--- src/sv/wfb_pkg.sv ---
// Shared types and codes for the window frame-buffer draw engine.
// No dependencies; every other file of the block refers to it by scoped names.
`default_nettype none

package wfb_pkg;

	localparam int BUFFER_PIXELS_DEF = 65536;

	// command codes
	localparam logic [2:0] CMD_DOT   = 3'd0;
	localparam logic [2:0] CMD_HSPAN = 3'd1;
	localparam logic [2:0] CMD_VSPAN = 3'd2;
	localparam logic [2:0] CMD_RECT  = 3'd3;
	localparam logic [2:0] CMD_READ  = 3'd4;

	// configuration register indexes
	localparam logic [1:0] CFG_ORIGIN_X    = 2'd0;
	localparam logic [1:0] CFG_ORIGIN_Y    = 2'd1;
	localparam logic [1:0] CFG_WINDOW_W    = 2'd2;
	localparam logic [1:0] CFG_PIXELS_USED = 2'd3;

	typedef struct packed {
		logic [15:0] origin_x;
		logic [15:0] origin_y;
		logic [15:0] window_width;
		logic [16:0] buffer_pixels_used;
	} cfg_t;

endpackage

`default_nettype wire

--- src/sv/wfb_ctrl.sv ---
// Command sequencer: walks rows and pixels of a command, one pixel write per cycle
// in a row; issues reads. Depends on wfb_pkg; drives wfb_addr_unit, wfb_pixel_mem.
`default_nettype none

module wfb_ctrl #(
	parameter int BUFFER_PIXELS = wfb_pkg::BUFFER_PIXELS_DEF,
	localparam int AW = (BUFFER_PIXELS > 1) ? $clog2(BUFFER_PIXELS) : 1
) (
	input  wire logic          clk,
	input  wire logic          arst_n,
	input  wire wfb_pkg::cfg_t cfg,
	input  wire logic          start,
	input  wire logic [2:0]    command,
	input  wire logic [15:0]   x_pos,
	input  wire logic [15:0]   y_pos,
	input  wire logic [15:0]   extent_x,
	input  wire logic [15:0]   extent_y,
	input  wire logic [15:0]   color,
	output logic               busy,
	output logic               addr_req,
	output logic [15:0]        addr_x,
	output logic [15:0]        addr_y,
	input  wire logic          addr_valid,
	input  wire logic [31:0]   addr_base,
	output logic               mem_we,
	output logic [AW-1:0]      mem_waddr,
	output logic [15:0]        mem_wdata,
	output logic               mem_re,
	output logic [AW-1:0]      mem_raddr,
	input  wire logic [15:0]   mem_rdata,
	output logic               done,
	output logic [15:0]        read_color,
	output logic               status
);

	localparam int PIX_W = $clog2(BUFFER_PIXELS + 1);

	localparam logic [2:0] S_IDLE   = 3'd0;
	localparam logic [2:0] S_ADDR   = 3'd1;
	localparam logic [2:0] S_ROW    = 3'd2;
	localparam logic [2:0] S_RUN    = 3'd3;
	localparam logic [2:0] S_RDWAIT = 3'd4;

	logic [2:0]       state_q;
	logic             done_q;
	logic [2:0]       cmd_q;
	logic [15:0]      count_q;
	logic [15:0]      rows_q;
	logic [15:0]      color_q;
	logic [31:0]      row_addr_q;
	logic [PIX_W-1:0] pix_q;
	logic [15:0]      col_q;
	logic [15:0]      read_color_q;
	logic             status_q;

	logic [15:0]      x_lo, x_hi, y_lo, y_hi;
	logic [15:0]      cnt, rws;
	logic [PIX_W-1:0] lim;
	logic [31:0]      lim32;
	logic             base_in, row_in, row_end;
	logic [PIX_W-1:0] pix_nx;
	logic [16:0]      col_nx;
	logic [31:0]      row_next;

	assign busy     = (state_q != S_IDLE);
	assign addr_req = start && !busy;

	assign x_lo = (x_pos < extent_x) ? x_pos : extent_x;
	assign x_hi = (x_pos < extent_x) ? extent_x : x_pos;
	assign y_lo = (y_pos < extent_y) ? y_pos : extent_y;
	assign y_hi = (y_pos < extent_y) ? extent_y : y_pos;

	// start point, pixels per row and row count of the incoming item
	always_comb begin
		addr_x = x_pos;
		addr_y = y_pos;
		cnt    = 16'd1;
		rws    = 16'd1;
		case (command)
			wfb_pkg::CMD_HSPAN: begin
				addr_x = x_lo;
				cnt    = x_hi - x_lo;
			end
			wfb_pkg::CMD_VSPAN: begin
				addr_y = y_lo;
				rws    = y_hi - y_lo;
			end
			wfb_pkg::CMD_RECT: begin
				cnt = extent_x;
				rws = extent_y;
			end
			default: begin
			end
		endcase
	end

	// write limit: smaller of the used count and the store depth
	assign lim = (32'(cfg.buffer_pixels_used) > 32'(BUFFER_PIXELS)) ?
		PIX_W'(BUFFER_PIXELS) : PIX_W'(cfg.buffer_pixels_used);
	assign lim32 = 32'(lim);

	assign base_in  = addr_base < lim32;
	assign row_in   = row_addr_q < lim32;
	assign pix_nx   = pix_q + PIX_W'(1);
	assign col_nx   = {1'b0, col_q} + 17'd1;
	assign row_end  = (col_nx == {1'b0, count_q}) || (pix_nx >= lim);
	assign row_next = row_addr_q + {16'd0, cfg.window_width};

	always_ff @(posedge clk or negedge arst_n) begin
		if (!arst_n) begin
			state_q <= S_IDLE;
			done_q  <= 1'b0;
		end else begin
			done_q <= 1'b0;
			case (state_q)
				S_IDLE: begin
					if (start) begin
						cmd_q   <= command;
						count_q <= cnt;
						rows_q  <= rws;
						color_q <= color;
						state_q <= S_ADDR;
					end
				end
				S_ADDR: begin
					if (addr_valid) begin
						row_addr_q   <= addr_base;
						read_color_q <= 16'd0;
						status_q     <= 1'b0;
						if (cmd_q == wfb_pkg::CMD_READ) begin
							if (base_in) begin
								state_q <= S_RDWAIT;
							end else begin
								status_q <= 1'b1;
								done_q   <= 1'b1;
								state_q  <= S_IDLE;
							end
						end else if (cmd_q inside {wfb_pkg::CMD_DOT, wfb_pkg::CMD_HSPAN,
								wfb_pkg::CMD_VSPAN, wfb_pkg::CMD_RECT}) begin
							state_q <= S_ROW;
						end else begin
							done_q  <= 1'b1;
							state_q <= S_IDLE;
						end
					end
				end
				S_ROW: begin
					if (rows_q == 16'd0) begin
						done_q  <= 1'b1;
						state_q <= S_IDLE;
					end else if (row_in && count_q != 16'd0) begin
						pix_q   <= row_addr_q[PIX_W-1:0];
						col_q   <= 16'd0;
						state_q <= S_RUN;
					end else begin
						// row starts past the limit or is empty: skip it
						row_addr_q <= row_next;
						rows_q     <= rows_q - 16'd1;
					end
				end
				S_RUN: begin
					if (row_end) begin
						row_addr_q <= row_next;
						rows_q     <= rows_q - 16'd1;
						state_q    <= S_ROW;
					end else begin
						pix_q <= pix_nx;
						col_q <= col_nx[15:0];
					end
				end
				S_RDWAIT: begin
					read_color_q <= mem_rdata;
					done_q       <= 1'b1;
					state_q      <= S_IDLE;
				end
				default: begin
					state_q <= S_IDLE;
				end
			endcase
		end
	end

	assign mem_we    = (state_q == S_RUN);
	assign mem_waddr = pix_q[AW-1:0];
	assign mem_wdata = color_q;
	assign mem_re    = (state_q == S_ADDR) && addr_valid &&
		(cmd_q == wfb_pkg::CMD_READ) && base_in;
	assign mem_raddr = addr_base[AW-1:0];

	assign done       = done_q;
	assign read_color = read_color_q;
	assign status     = status_q;

endmodule

`default_nettype wire

--- config.mk ---
export PLATFORM = sky130hd
export DESIGN_NAME = wfb_ctrl
export DESIGN_NICKNAME = d
export VERILOG_FILES = /design/src/sv/wfb_pkg.sv /design/src/sv/wfb_ctrl.sv
export SDC_FILE = /design/constraint.sdc
export NUM_CORES = 1
export LEC_CHECK = 0
export BUFFER_PORTS_ARGS = -buffer_cell sky130_fd_sc_hd__buf_4
export CAP_MARGIN = 15
export CORE_UTILIZATION = 45
export CTS_CLUSTER_SIZE = 10
export DETAILED_ROUTE_END_ITERATION = 8
export GPL_ROUTABILITY_DRIVEN = 0
export HOLD_SLACK_MARGIN = 0.02
export PLACE_DENSITY = 0.66
export RECOVER_POWER = 100
export REMOVE_ABC_BUFFERS = 1
export SYNTH_ARGS = -nofsm -noshare
export SYNTH_HDL_FRONTEND = slang
export SYNTH_SLANG_ARGS = --single-unit
--- constraint.sdc ---
create_clock -name clk -period 9.77 [get_ports clk]
set_input_delay 0.4885 -clock clk [delete_from_list [all_inputs] [get_ports clk]]
set_output_delay 0.4885 -clock clk [all_outputs]
set_load 0.005 [all_outputs]
==> impl_summary.txt <==
----------------------------------------------------
[Status]
  Outcome ... finished, violations left
  Failing checks ... max-capacitance violations, max-slew violations

[Floorplanning]
  Die width ... 163 um
  Die ar. ... 26,500 um2
  Effective utilization at floorplan ... 46.0%
  Height of the chip ... 163 um
  Core Area ... 25,300 um2
  Placement Rows ... 58
  Top-level port count ... 302

[Final layout]
  Most common cell after layout, fill and taps aside ... nand2_1
  Commonest cells after routing, fill and taps aside ... nand2_1, buf_4, edfxtp_1
  Area growth from synthesis to final layout ... 21.8%
  Count of inserted antenna diode cells ... 0
  Final net count ... 1,794
  Fraction of layout cells with a size suffix above 1 ... 21.7%

[Place]
  Post-detail-place hpwl ... between 20,000 and 25,000 um
  Port Buffers ... 269

[Clocking]
  Clock root buffer ... clkbuf_16
  Number of sinks handled by clock tree synthesis ... 137
  Max clock buf depth ... 2
  Number of buffers created by CTS ... 17
  Clock latency on the worst-skew pair ... ~0.43 ns
  CTS tree ... yes
  Clock slew at the register clock pins of the worst setup and hold paths ... 0.06 ns
  Number of levels the H-tree was split into ... 4

[Worst setup path]
  Worst endpoint data arrival time ... 5.67 ns
  Critical Path End Type ... flip-flop
  Critical path data required time ... approximately 10 ns
  Critical path class ... in -> reg
  Critical Path Fanout Max ... 32
  Nature of the critical path startpoint ... input pin

[Routing]
  Number of remaining DRC errors ... 0
  Residual antenna-violating net count after detailed routing ... 0
  Number of iterations in the first detailed-routing pass ... 5
  DR WL/cell ... 16.8 um
  DR vias ... ~10,000
  Post-detailed-routing wire length ... 30,700 um
  Initial detailed-routing violation count ... 535
  Vias/cell ... 5.56

[Synth]
  Async set-reset flop share out of synthesis ... 2.92%
  Syn Std Cell Area ... 11,600 um2
  Mapped Avg Cell Area ... around 9.2 um2
  Count of flip-flops with a built-in enable after synthesis ... between 100 and 150
  Cells after Synth ... 1,264
  Main flop type after synthesis ... edfxtp_1
  Number of library cell types mapped by synthesis ... 78
  Yosys synthesis warning count ... 0
  Sequential-to-total area share from yosys stat ... 35.2%
  Number of synthesized register bits ... 137

[Global routing]
  Number of global-route vias before repair ... 9,921
  Routing usage on met2 ... 40.5%
  Global route hottest layer ... met2
  First-pass GRT wire length ... around 50,000 um
  Initial antenna violation count ... 0
  Total overflow reported by the global router ... 0
  Met1 track demand over resource in global routing ... 29.7%
  Pin count of the biggest net entering global routing ... 79
  Met3 global-route usage ... 4.38%
  Total GRT Usage ... 23.5%

[Timing]
  Number of setup violations in the final report ... 0
  Normalized max-slew margin ... -120%
  Final count of pins violating max slew ... between 200 and 250
  Period minus WS final ... approximately 5.7 ns
  Period Utilization, post-route ... 57.9%
  Clock skew ... 0.0168 ns
  Transition time at the pin with the least slew margin ... 3.30 ns
  Final hold violation count ... 0
  Peak clock frequency supported by timing ... 177 MHz
  Unrepaired setup endpoints after global routing ... no
  Hold Worst Slack ... 0.257 ns
  Aggregate negative setup slack ... 0 ns

[Power]
  Leak ... 0.00580 uW
  Overall power after layout ... 2100 uW
  Power density over the cells ... 148 nW/um2
  Maximum VDD drop ... 0.0889 mV

[Min path]
  Path type of the worst min-delay path ... in -> reg

[Flow run]
  Total of max-cap violations ... 6

----------------------------------------------------
-- per-stage QoR --
stage / instances / worst slack (ns) / area (um2) / util [%]
3_3_place_gp: 1801 / 4.83 / 13800 / 54.5
6_report: 1834 / 4.11 / 14200 / 56.0
3_5_place_dp: 1801 / 4.82 / 13800 / 54.5
2_1_floorplan: 1192 / 3.17 / 11200 / -
5_1_grt: 1834 / 3.70 / 14200 / 56.0
4_1_cts: 1834 / 5.24 / 14300 / 56.7
-- final timing paths --
| check | startpoint | to | slack, ns | depth (start not counted) |
|---|---|---|---|---|
| setup / recovery | cfg[0] | row_addr_q[4] | 4.11 | 17 |
| hold / removal | color[6] | mem_wdata[6] | 0.26 | 1 |
| setup reg to reg | state_q[2] | row_addr_q[4] | 4.22 | 5 |
| hold reg to reg | cmd_q[0] | state_q[2] | 0.56 | 3 |
| max in group asynchronous | arst_n | state_q[2] | 9.10 | 2 |
| min in group asynchronous | arst_n | state_q[1] | 0.45 | 2 |
-- logic make-up (layout without fill, tap and decap cells) --
| kind of cell | after synthesis | after routing | share of synthesized area (%) |
|---|---|---|---|
| muxes | 51 | 51 | 4.79 |
| DFF | 137 | 137 | 35.2 |
| AOI/OAI and AO/OA | 269 | 269 | 15.7 |
| adders and majority gates | 103 | 103 | 11.2 |
| buffers and inverters | 138 | 378 | 5.63 |
| xor gates and xnor gates | 108 | 108 | 8.14 |
| and+or+nand+nor | 458 | 458 | 19.3 |
-- repair_timing --
item,in CTS,in global routing
endpoints found under the hold margin,4,0
endpoints found under the setup margin,0,0
buffers inserted,0,0
resized for setup,0,0
hold buffers,1,0
-- where the power goes --
| part | total (uW) | switching (uW) | internal, uW |
|---|---|---|---|
| Sequential | 777 | 51.4 | 726 |
| Clock | 626 | 270 | 355 |
| Combinational | 697 | 370 | 327 |
-- critical path: stages --
cell and delay [ns]:
clkbuf_1 0.10, nor4_1 0.32, a41o_1 0.51, nand2_1 0.20, ha_1 0.34, nor2b_1 0.13, o21a_1 0.11, o21ai_0 0.08
nand2b_1 0.09, a221o_1 0.17, a21oi_1 0.07, o21ai_0 0.23, a41oi_1 0.18, o31ai_1 0.61, a21oi_1 0.23, nor4_2 0.34
clkbuf_1 1.45
-- sequential cells by signal (all words and copies together) (netlist names) --
| register | flops |
|---|---|
| state_q | 3 |
| col_q | 16 |
| done | 1 |
| cmd_q | 3 |
| rows_q | 16 |
| read_color | 16 |
| row_addr_q | 32 |
| mem_wdata | 16 |
| pix_q | 17 |
| status | 1 |
| count_q | 16 |
-- area by class of cell --
type / count / area [um2]
Timing Repair Buffer: 280 / 1980
Tap cell: 330 / 413
Clock buffer: 18 / 429
Clock inverter: 14 / 138
Fill cell: 2385 / 11100
Multi-Input combinational cell: 989 / 6850
Sequential cell: 137 / 4090
Inverter: 66 / 248
-- per-layer routing --
layer	vias to the layer above	wire length, um
met4	0	716
met3	54	1780
met2	326	14800
met1	4778	13400
li1	5037	-
met5	-	0
-- cell usage after synthesis, drive strengths merged, types with 3 or more instances --
cell	n	area (um2)
nor3	14	70.1
or3	8	50.1
nor2b	24	150
buf	47	313
xor2	44	385
o21bai	4	30.0
o311ai	3	33.8
mux2	37	417
a41o	3	30.0
a22o	14	123
a21oi	62	314
a21o	22	165
nor2	75	282
o21ai	68	344
xnor2	64	561
and2	25	156
inv	65	244
nand2	172	646
a221oi	12	141
nor4	24	150
nand3b	4	30.0
clkbuf	25	93.8
a211o	4	35.0
a31o	4	43.8
nor3b	7	52.6
ha	102	1280
a21boi	3	26.3
and3	22	138
and4	6	53.8
o21a	6	45.0
dfrtp	4	100
a41oi	3	33.8
o22ai	16	100
edfxtp	133	3990
mux2i	14	140
a2111oi	3	26.3
o31ai	5	42.5
nand3	29	150
a211oi	4	30.0
o211ai	4	30.0
a31oi	12	75.1
nand2b	21	131
nand4	20	125
No activity file was read; power rests on OpenSTA's default activity.
