$ cat src/sv/wfb_pkg.sv
// Shared types and codes for the window frame-buffer draw engine.
// No dependencies; every other file of the block refers to it by scoped names.
`default_nettype none

package wfb_pkg;

	localparam int BUFFER_PIXELS_DEF = 65536;

	// command codes
	localparam logic [2:0] CMD_DOT   = 3'd0;
	localparam logic [2:0] CMD_HSPAN = 3'd1;
	localparam logic [2:0] CMD_VSPAN = 3'd2;
	localparam logic [2:0] CMD_RECT  = 3'd3;
	localparam logic [2:0] CMD_READ  = 3'd4;

	// configuration register indexes
	localparam logic [1:0] CFG_ORIGIN_X    = 2'd0;
	localparam logic [1:0] CFG_ORIGIN_Y    = 2'd1;
	localparam logic [1:0] CFG_WINDOW_W    = 2'd2;
	localparam logic [1:0] CFG_PIXELS_USED = 2'd3;

	typedef struct packed {
		logic [15:0] origin_x;
		logic [15:0] origin_y;
		logic [15:0] window_width;
		logic [16:0] buffer_pixels_used;
	} cfg_t;

endpackage

`default_nettype wire

$ cat src/sv/wfb_addr_unit.sv
// Two-stage pixel address pipe: (y - origin_y) * width + (x - origin_x), mod 2^32.
// Depends on wfb_pkg for the configuration struct.
`default_nettype none

module wfb_addr_unit (
	input  wire logic         clk,
	input  wire logic         arst_n,
	input  wire wfb_pkg::cfg_t cfg,
	input  wire logic         req,
	input  wire logic [15:0]  x,
	input  wire logic [15:0]  y,
	output logic              valid,
	output logic [31:0]       addr
);

	logic signed [16:0] dy;
	logic signed [16:0] dx;
	logic signed [16:0] wd;
	logic signed [33:0] prod;

	logic [31:0]        prod_s1;
	logic signed [16:0] dx_s1;
	logic               valid_s1;
	logic [31:0]        addr_s2;
	logic               valid_s2;

	assign dy   = $signed({1'b0, y}) - $signed({1'b0, cfg.origin_y});
	assign dx   = $signed({1'b0, x}) - $signed({1'b0, cfg.origin_x});
	assign wd   = $signed({1'b0, cfg.window_width});
	assign prod = dy * wd;

	always_ff @(posedge clk or negedge arst_n) begin
		if (!arst_n) begin
			valid_s1 <= 1'b0;
			valid_s2 <= 1'b0;
		end else begin
			valid_s1 <= req;
			valid_s2 <= valid_s1;
		end
	end

	always_ff @(posedge clk) begin
		prod_s1 <= prod[31:0];
		dx_s1   <= dx;
		// negative offsets wrap, as the sign extension to 32 bits gives
		addr_s2 <= prod_s1 + {{15{dx_s1[16]}}, dx_s1};
	end

	assign valid = valid_s2;
	assign addr  = addr_s2;

endmodule

`default_nettype wire

$ cat config.mk
export PLATFORM = sky130hd
export DESIGN_NAME = wfb_addr_unit
export DESIGN_NICKNAME = d
export VERILOG_FILES = /design/src/sv/wfb_pkg.sv /design/src/sv/wfb_addr_unit.sv
export SDC_FILE = /design/constraint.sdc
export NUM_CORES = 1
export LEC_CHECK = 0
export ABC_AREA = 1
export ABC_CLOCK_PERIOD_IN_PS = 2100
export BUFFER_PORTS_ARGS = -buffer_cell sky130_fd_sc_hd__clkbuf_2
export CORE_MARGIN = 4
export CORE_UTILIZATION = 40
export CTS_BUF_LIST = sky130_fd_sc_hd__clkbuf_4
export DETAILED_ROUTE_END_ITERATION = 8
export GPL_TIMING_DRIVEN = 0
export MAX_ROUTING_LAYER = met4
export PLACE_DENSITY_LB_ADDON = 0.15
export SYNTH_ARGS = -nofsm -noshare
export SYNTH_HDL_FRONTEND = slang
export SYNTH_SLANG_ARGS = --single-unit
$ cat constraint.sdc
create_clock -name clk -period 2.1 [get_ports clk]
set_clock_uncertainty 0.2 [all_clocks]
set_input_delay 0.105 -clock clk [delete_from_list [all_inputs] [get_ports clk]]
set_output_delay 0.105 -clock clk [all_outputs]
set_load 0.03 [all_outputs]
==> results of run 1 <==
-- cell type report --
type | instances | area (um^2)
Clock buffer | 9 | 67.6
Sequential cell | 83 | 1680
Antenna cell | 1 | 2.50
Buffer | 28 | 170
Inverter | 489 | 1900
Multi-Input combinational cell | 1387 | 14400
Tap cell | 518 | 648
Fill cell | 3547 | 17600
Timing Repair Buffer | 260 | 2030
Clock inverter | 7 | 75.1
-- layout by cell type, fill, tap and decap left out, types with 52 or more instances in the layout --
cell type,n
inv_1,417
nand2_1,256
fa_1,242
nor2_1,141
clkbuf_2,106
nand3_1,80
buf_4,80
ha_1,78
dfxtp_1,78
ha_4,63
inv_2,53
xor2_1,52
-- kinds of logic (layout without fill, tap and decap cells) --
logic type / count (synthesis) / in the layout / share of synthesized area
and+or+nand+nor: 684 / 685 / 0.188
DFF: 83 / 83 / 0.107
AOI/OAI and AO/OA: 210 / 210 / 0.0785
xor gates and xnor gates: 82 / 82 / 0.0469
adders and majority gates: 410 / 410 / 0.455
buffers and inverters: 517 / 793 / 0.125
other: 0 / 1 / 0
-- state kept, by name (all words and copies together), names as in the netlist --
signal / flops
addr: 32
dx_s1: 17
prod_s1: 32
valid: 1
valid_s1: 1
-- cells in the mapped netlist (2+ instances only) --
| library cell | count | area (um^2) |
|---|---|---|
| inv_1 | 477 | 1790 |
| nand2_1 | 314 | 1180 |
| fa_1 | 264 | 5290 |
| nor2_1 | 187 | 702 |
| ha_1 | 146 | 1830 |
| nand3_1 | 99 | 495 |
| a21oi_1 | 96 | 480 |
| dfxtp_1 | 81 | 1620 |
| xor2_1 | 54 | 473 |
| o21ai_0 | 50 | 250 |
| nor2_2 | 31 | 194 |
| xnor2_1 | 26 | 228 |
| clkbuf_1 | 21 | 78.8 |
| a21o_1 | 17 | 128 |
| nor3_1 | 17 | 85.1 |
| o21bai_1 | 10 | 75.1 |
| a31oi_1 | 8 | 50.1 |
| nand4_1 | 8 | 50.1 |
| clkinv_1 | 7 | 26.3 |
| nand2_2 | 7 | 43.8 |
| o21a_1 | 6 | 45.0 |
| inv_2 | 5 | 18.8 |
| or2_2 | 5 | 31.3 |
| o31ai_1 | 4 | 30.0 |
| or2_1 | 4 | 25.0 |
| a21boi_0 | 3 | 22.5 |
| buf_2 | 3 | 15.0 |
| nand2_4 | 3 | 33.8 |
| o21ai_1 | 3 | 15.0 |
| and3_1 | 2 | 12.5 |
| buf_1 | 2 | 7.51 |
| buf_6 | 2 | 22.5 |
| dfrtp_1 | 2 | 50.1 |
| nand2_8 | 2 | 40.0 |
| o21ai_2 | 2 | 17.5 |
| xor2_2 | 2 | 32.5 |
-- stage by stage --
| stage | cells | setup slack, ns |
|---|---|---|
| final | 2782 | -4.14 |
| after CTS | 2727 | -4.06 |
| after global routing | 2782 | -4.29 |
| after global placement | 2611 | -5.35 |
| after floorplan | 1986 | -4.13 |
| after detailed placement | 2611 | -5.37 |
-- layer usage --
layer	vias up	wire (um)	GRT usage
met5	-	0	-
met4	0	1690	0.0775
met3	94	2690	0.0329
met2	417	22600	0.378
met1	6783	19900	0.292
li1	6565	-	-
-- timing repair --
| action | CTS | global route |
|---|---|---|
| hold buffers | 43 | 0 |
| resized for setup | 239 | 283 |
| pin swaps | 77 | 140 |
| endpoints found under the setup margin | 51 | 54 |
| cloned | 1 | 1 |
| hold endpoints to repair | 22 | 0 |
| buffers inserted | 56 | 54 |
-- final timing paths --
kind                               end  slack [ns]
setup reg to reg              addr[30]       -0.03
hold / removal                dx_s1[4]        0.02
min in group asynchronous        valid        0.27
max in group asynchronous     valid_s1        1.31
setup / recovery           prod_s1[23]       -4.14
hold reg to reg                  valid        0.17
-- critical path: cells and delay by family --
family,cells,cell delay (ns)
simple gates,4,0.53
compound gates,8,1.39
xor+xnor,1,0.15
buf+inv,8,0.61
fa+ha+maj,8,3.61
==> run_summary.xml, run 1 <==
<?xml version="1.0" encoding="UTF-8"?>
<metrics>
  <group name="die">
    <metric name="die_width" unit="um">206</metric>
    <metric name="io-pin-count" unit="">133</metric>
    <metric name="design.core.area" unit="um^2">38600</metric>
    <metric name="floorplan.die_area" unit="um^2">42300</metric>
    <metric name="std_cell_rows" unit="">72</metric>
    <metric name="floorplan.die.height" unit="um">206</metric>
    <metric name="starting_density_of_the_core" unit="">0.405</metric>
  </group>
  <group name="grt">
    <metric name="grt_max_degree" unit="">16</metric>
    <metric name="tot_gr_track_use" unit="">0.229</metric>
    <metric name="wire_length_of_the_first_global_routing_pass" unit="um">74400</metric>
    <metric name="grt-ovfl-total" unit="">0</metric>
    <metric name="grt_antenna_before_repair" unit="">1</metric>
    <metric name="grt_pass1_vias" unit="">14400</metric>
  </group>
  <group name="place">
    <metric name="placedInstanceArea" unit="um^2">17300</metric>
    <metric name="detailedPlacementHpwl" unit="um">37100</metric>
    <metric name="numPortBuffers" unit="">107</metric>
    <metric name="finalWeightedCongestion" unit="">0.934</metric>
  </group>
  <group name="drt">
    <metric name="detail_route.wl_per_cell" unit="um">16.9</metric>
    <metric name="drc_violations_left" unit="">0</metric>
    <metric name="via_count" unit="">13900</metric>
    <metric name="iteration_count_of_the_initial_detailed_routing_pass" unit="">5</metric>
    <metric name="antenna_violating_nets_post_route" unit="">0</metric>
    <metric name="post_drt_via_cell_ratio" unit="">4.98</metric>
    <metric name="wirelength" unit="um">46900</metric>
    <metric name="detailedRoute.firstIterationViolations" unit="">615</metric>
  </group>
  <group name="setup_path">
    <metric name="worstReg2RegStart" unit="">dx_s1[16]</metric>
    <metric name="start_point_of_the_critical_path" unit="">cfg[38]</metric>
    <metric name="cp_data_arrival_time" unit="ns">6.40</metric>
    <metric name="critPathKind" unit="">in -&gt; reg</metric>
    <metric name="end_kind" unit="">register</metric>
    <metric name="crit_path_frequent_cell" unit="">fa_1</metric>
    <metric name="critical-path-slowest-cell" unit="">fa_1</metric>
    <metric name="timing.reg2reg.worst_path_depth" unit="">10</metric>
    <metric name="critPathRequiredTime" unit="ns">2.26</metric>
    <metric name="startpoint_type" unit="">input pin</metric>
    <metric name="crit_fanout" unit="">7</metric>
    <metric name="max_stage_delay" unit="ns">0.59</metric>
  </group>
  <group name="layout">
    <metric name="drive_gt1_frac" unit="">0.306</metric>
    <metric name="layout.nets" unit="">2768</metric>
    <metric name="areaGrowthSynthToFinish" unit="%">34.3</metric>
    <metric name="postLayoutCoreUtil" unit="">0.544</metric>
    <metric name="final_area" unit="um^2">21000</metric>
  </group>
  <group name="yosys">
    <metric name="postSynthNetCount" unit="">2496</metric>
    <metric name="synth.ff_latch_count" unit="">83</metric>
    <metric name="synth_cell_type_count" unit="">52</metric>
    <metric name="postSynth.asyncResetShare" unit="">0.0241</metric>
    <metric name="synth_sequential_area_ratio" unit="">0.107</metric>
    <metric name="synth_edf_count" unit="">0</metric>
    <metric name="synth-main-ff-cell" unit="">dfxtp_1</metric>
    <metric name="post_synth_instance_area" unit="um^2">15600</metric>
    <metric name="netlist_instances" unit="">1986</metric>
    <metric name="synth-warning-count" unit="">0</metric>
    <metric name="syn_area_per_cell" unit="um^2">7.88</metric>
  </group>
  <group name="clocking">
    <metric name="htree_depth" unit="">3</metric>
    <metric name="clock_latency_at_the_later_pin_of_the_worst_skew_pair" unit="ns">0.46</metric>
    <metric name="clock_tree_sinks" unit="">83</metric>
    <metric name="numCtsBuffers" unit="">9</metric>
    <metric name="clock_slew_at_reported_path_ffs" unit="ns">0.15</metric>
    <metric name="cts_tree" unit="">done</metric>
    <metric name="clockRootBuffer" unit="">clkbuf_4</metric>
    <metric name="max-clock-path-buffers" unit="">2</metric>
  </group>
  <group name="sta">
    <metric name="fin_worst_hold_slack" unit="ns">0.0181</metric>
    <metric name="fmaxAchievable" unit="MHz">160</metric>
    <metric name="final.setup.worst_slack" unit="ns">-4.14</metric>
    <metric name="post-route-min-period" unit="ns">6.24</metric>
    <metric name="drv_slew" unit="">0</metric>
    <metric name="grt_setup_unrepaired" unit="">yes</metric>
    <metric name="timing.slew.headroom" unit="">0.360</metric>
    <metric name="setup-violations-final" unit="">32</metric>
    <metric name="post_route_setup_tns" unit="ns">-99.53</metric>
    <metric name="worstMarginPinSlew" unit="ns">0.959</metric>
    <metric name="period_share" unit="">2.97</metric>
    <metric name="report.final.hold_viol_count" unit="">0</metric>
  </group>
  <group name="min_path">
    <metric name="worstHoldPathCells" unit="">6</metric>
    <metric name="worstHoldPathType" unit="">in -&gt; reg</metric>
    <metric name="worstHoldStart" unit="">cfg[52]</metric>
  </group>
  <group name="run_status">
    <metric name="violations_in_the_final_reports" unit="">setup timing</metric>
    <metric name="outcome" unit="">complete, but fails checks</metric>
  </group>
  <group name="job">
    <metric name="max_cap_viol_count" unit="">0</metric>
  </group>
</metrics>
Power of run 1 is left out: the tool's default activity adds up to more than one toggle a clock period on the data nets, which glitch-free logic cannot reach.
==> run 2: changes to the inputs <==
--- a/config.mk
+++ b/config.mk
@@ -7,9 +7,9 @@
 export LEC_CHECK = 0
 export ABC_AREA = 1
 export ABC_CLOCK_PERIOD_IN_PS = 2100
-export BUFFER_PORTS_ARGS = -buffer_cell sky130_fd_sc_hd__clkbuf_2
+export BUFFER_PORTS_ARGS = -buffer_cell sky130_fd_sc_hd__buf_2
 export CORE_MARGIN = 4
-export CORE_UTILIZATION = 40
+export CORE_UTILIZATION = 51
 export CTS_BUF_LIST = sky130_fd_sc_hd__clkbuf_4
 export DETAILED_ROUTE_END_ITERATION = 8
 export GPL_TIMING_DRIVEN = 0
==> run_summary.xml, run 2 (synthesis results as in run 1) <==
<?xml version="1.0" encoding="UTF-8"?>
<metrics>
  <group name="layout">
    <metric name="num-fill-cells" unit="">2401</metric>
    <metric name="areaGrowthSynthToFinish" unit="%">31.0</metric>
    <metric name="area_of_combinational_cells_with_multiple_inputs" unit="um^2">14200</metric>
    <metric name="layoutNonFillerInstCount" unit="">2656</metric>
    <metric name="seqCellArea" unit="um^2">1680</metric>
    <metric name="final_cell_mix" unit="">425 x inv_1, 254 x nand2_1, 245 x fa_1</metric>
    <metric name="mostFrequentLayoutCell" unit="">inv_1</metric>
    <metric name="layout.nets" unit="">2770</metric>
    <metric name="drive_gt1_frac" unit="">0.294</metric>
  </group>
  <group name="setup_path">
    <metric name="crit_fanout" unit="">6</metric>
    <metric name="cp_data_arrival_time" unit="ns">6.50</metric>
    <metric name="critPathRequiredTime" unit="ns">2.30</metric>
    <metric name="end_kind" unit="">register</metric>
    <metric name="critical-path-slowest-cell" unit="">fa_2</metric>
    <metric name="max_stage_delay" unit="ns">0.54</metric>
    <metric name="startpoint_type" unit="">input pin</metric>
    <metric name="critPathKind" unit="">in -&gt; reg</metric>
  </group>
  <group name="place">
    <metric name="place_ws" unit="ns">-5.35</metric>
    <metric name="detailedPlacementHpwl" unit="um">36100</metric>
    <metric name="finalWeightedCongestion" unit="">0.930</metric>
    <metric name="numPortBuffers" unit="">107</metric>
    <metric name="dp.cells" unit="">2483</metric>
  </group>
  <group name="sta">
    <metric name="fin_worst_hold_slack" unit="ns">0.0296</metric>
    <metric name="worstMarginPinSlew" unit="ns">0.851</metric>
    <metric name="final.setup.worst_slack" unit="ns">-4.20</metric>
    <metric name="fmaxAchievable" unit="MHz">159</metric>
    <metric name="post-route-min-period" unit="ns">6.30</metric>
    <metric name="setup-violations-final" unit="">36</metric>
    <metric name="report.final.hold_viol_count" unit="">0</metric>
    <metric name="timing.slew.headroom" unit="">0.433</metric>
    <metric name="period_share" unit="">3.00</metric>
    <metric name="drv_slew" unit="">0</metric>
    <metric name="grt_setup_unrepaired" unit="">yes</metric>
  </group>
  <group name="clocking">
    <metric name="clock_latency_at_the_later_pin_of_the_worst_skew_pair" unit="ns">0.47</metric>
    <metric name="clock_slew_at_reported_path_ffs" unit="ns">0.15</metric>
    <metric name="max-clock-path-buffers" unit="">2</metric>
    <metric name="clockRootBuffer" unit="">clkbuf_4</metric>
    <metric name="clock_tree_sinks" unit="">83</metric>
    <metric name="htree_depth" unit="">3</metric>
    <metric name="numCtsBuffers" unit="">9</metric>
    <metric name="cts_tree" unit="">done</metric>
  </group>
  <group name="die">
    <metric name="design.core.area" unit="um^2">30000</metric>
    <metric name="starting_density_of_the_core" unit="">0.522</metric>
    <metric name="floorplan.die_area" unit="um^2">33500</metric>
    <metric name="std_cell_rows" unit="">63</metric>
    <metric name="die_width" unit="um">183</metric>
    <metric name="floorplan.die.height" unit="um">183</metric>
    <metric name="io-pin-count" unit="">133</metric>
  </group>
  <group name="grt">
    <metric name="grt-ovfl-total" unit="">0</metric>
    <metric name="tot_gr_track_use" unit="">0.281</metric>
    <metric name="wire_length_of_the_first_global_routing_pass" unit="um">73200</metric>
    <metric name="grt_antenna_before_repair" unit="">1</metric>
    <metric name="grt_max_degree" unit="">16</metric>
    <metric name="grt_pass1_vias" unit="">14600</metric>
  </group>
  <group name="drt">
    <metric name="iteration_count_of_the_initial_detailed_routing_pass" unit="">6</metric>
    <metric name="wirelength" unit="um">45900</metric>
    <metric name="dr_wl_met3" unit="um">2590</metric>
    <metric name="wl_met1" unit="um">17900</metric>
    <metric name="via_count" unit="">13900</metric>
    <metric name="top_layer" unit="">met4</metric>
    <metric name="detail_route.wl_per_cell" unit="um">17.3</metric>
    <metric name="drc_violations_left" unit="">0</metric>
    <metric name="wl_met2" unit="um">23700</metric>
    <metric name="post_drt_via_cell_ratio" unit="">5.24</metric>
    <metric name="antenna_violating_nets_post_route" unit="">0</metric>
    <metric name="detailedRoute.firstIterationViolations" unit="">794</metric>
  </group>
  <group name="run_status">
    <metric name="violations_in_the_final_reports" unit="">setup timing</metric>
    <metric name="outcome" unit="">complete, but fails checks</metric>
  </group>
  <group name="min_path">
    <metric name="worstHoldPathType" unit="">in -&gt; reg</metric>
  </group>
  <group name="job">
    <metric name="max_cap_viol_count" unit="">0</metric>
  </group>
</metrics>
[run 2: cell count changes in the layout (fill, tap and decap cells not counted), sizes merged, moves of 4 or more]
| cell | change |
|---|---|
| clkbuf | -104 |
| buf | +108 |
| clkinvlp | +4 |
| inv | -4 |
[run 2: per-layer routing]
layer / track usage / up-vias
li1: - / 6567
met1: 0.332 / 6773
met2: 0.501 / 474
met3: 0.0305 / 100
met4: 0.0951 / 0
met5: - / -
[run 2: worst paths after layout]
path | start | to | slack, ns | cells past startpoint
setup / recovery | y[0] | prod_s1[28] | -4.20 | 31
max in group asynchronous | arst_n | valid_s1 | 1.31 | 3
setup reg to reg | dx_s1[16] | addr[29] | -0.05 | 10
hold / removal | cfg[51] | dx_s1[4] | 0.03 | 6
min in group asynchronous | arst_n | valid | 0.26 | 3
hold reg to reg | valid_s1 | valid | 0.18 | 0
[run 2: worst max-delay path, delay by kind of cell]
family,cells,cell delay [ns]
AND/OR/NAND/NOR,4,0.33
buffers and inverters,9,0.66
AO/OA/AOI/OAI,7,1.17
XOR/XNOR,2,0.41
adder cells (fa/ha/maj),9,3.79
[run 2: final cells by class]
class                      count  share of cell area
multi-input combinational   1386               0.691
clock buffer                   9             0.00330
clock inverter                 7             0.00256
buffer                        28             0.00781
inverter                     489              0.0927
timing repair buffer         263              0.0964
sequential                    83              0.0819
antenna                        1            0.000122
tap                          390              0.0238
[run 2: what timing repair did]
action,CTS,global route
hold buffers,42,0
hold endpoints to repair,23,0
resized for setup,216,246
endpoints found under the setup margin,52,52
buffers inserted,60,55
pin swaps,78,125
[run 2: stage by stage]
stage                     setup TNS, ns  cell area, um^2  utilization
after floorplan                  -99.84            16100            -
after global placement          -132.61            17100        0.571
after detailed placement        -133.91            17100        0.571
after CTS                        -97.26            19100        0.638
after global routing            -105.69            20500        0.684
final                           -100.71            20500        0.684
Power of run 2 is left out for the same reason.
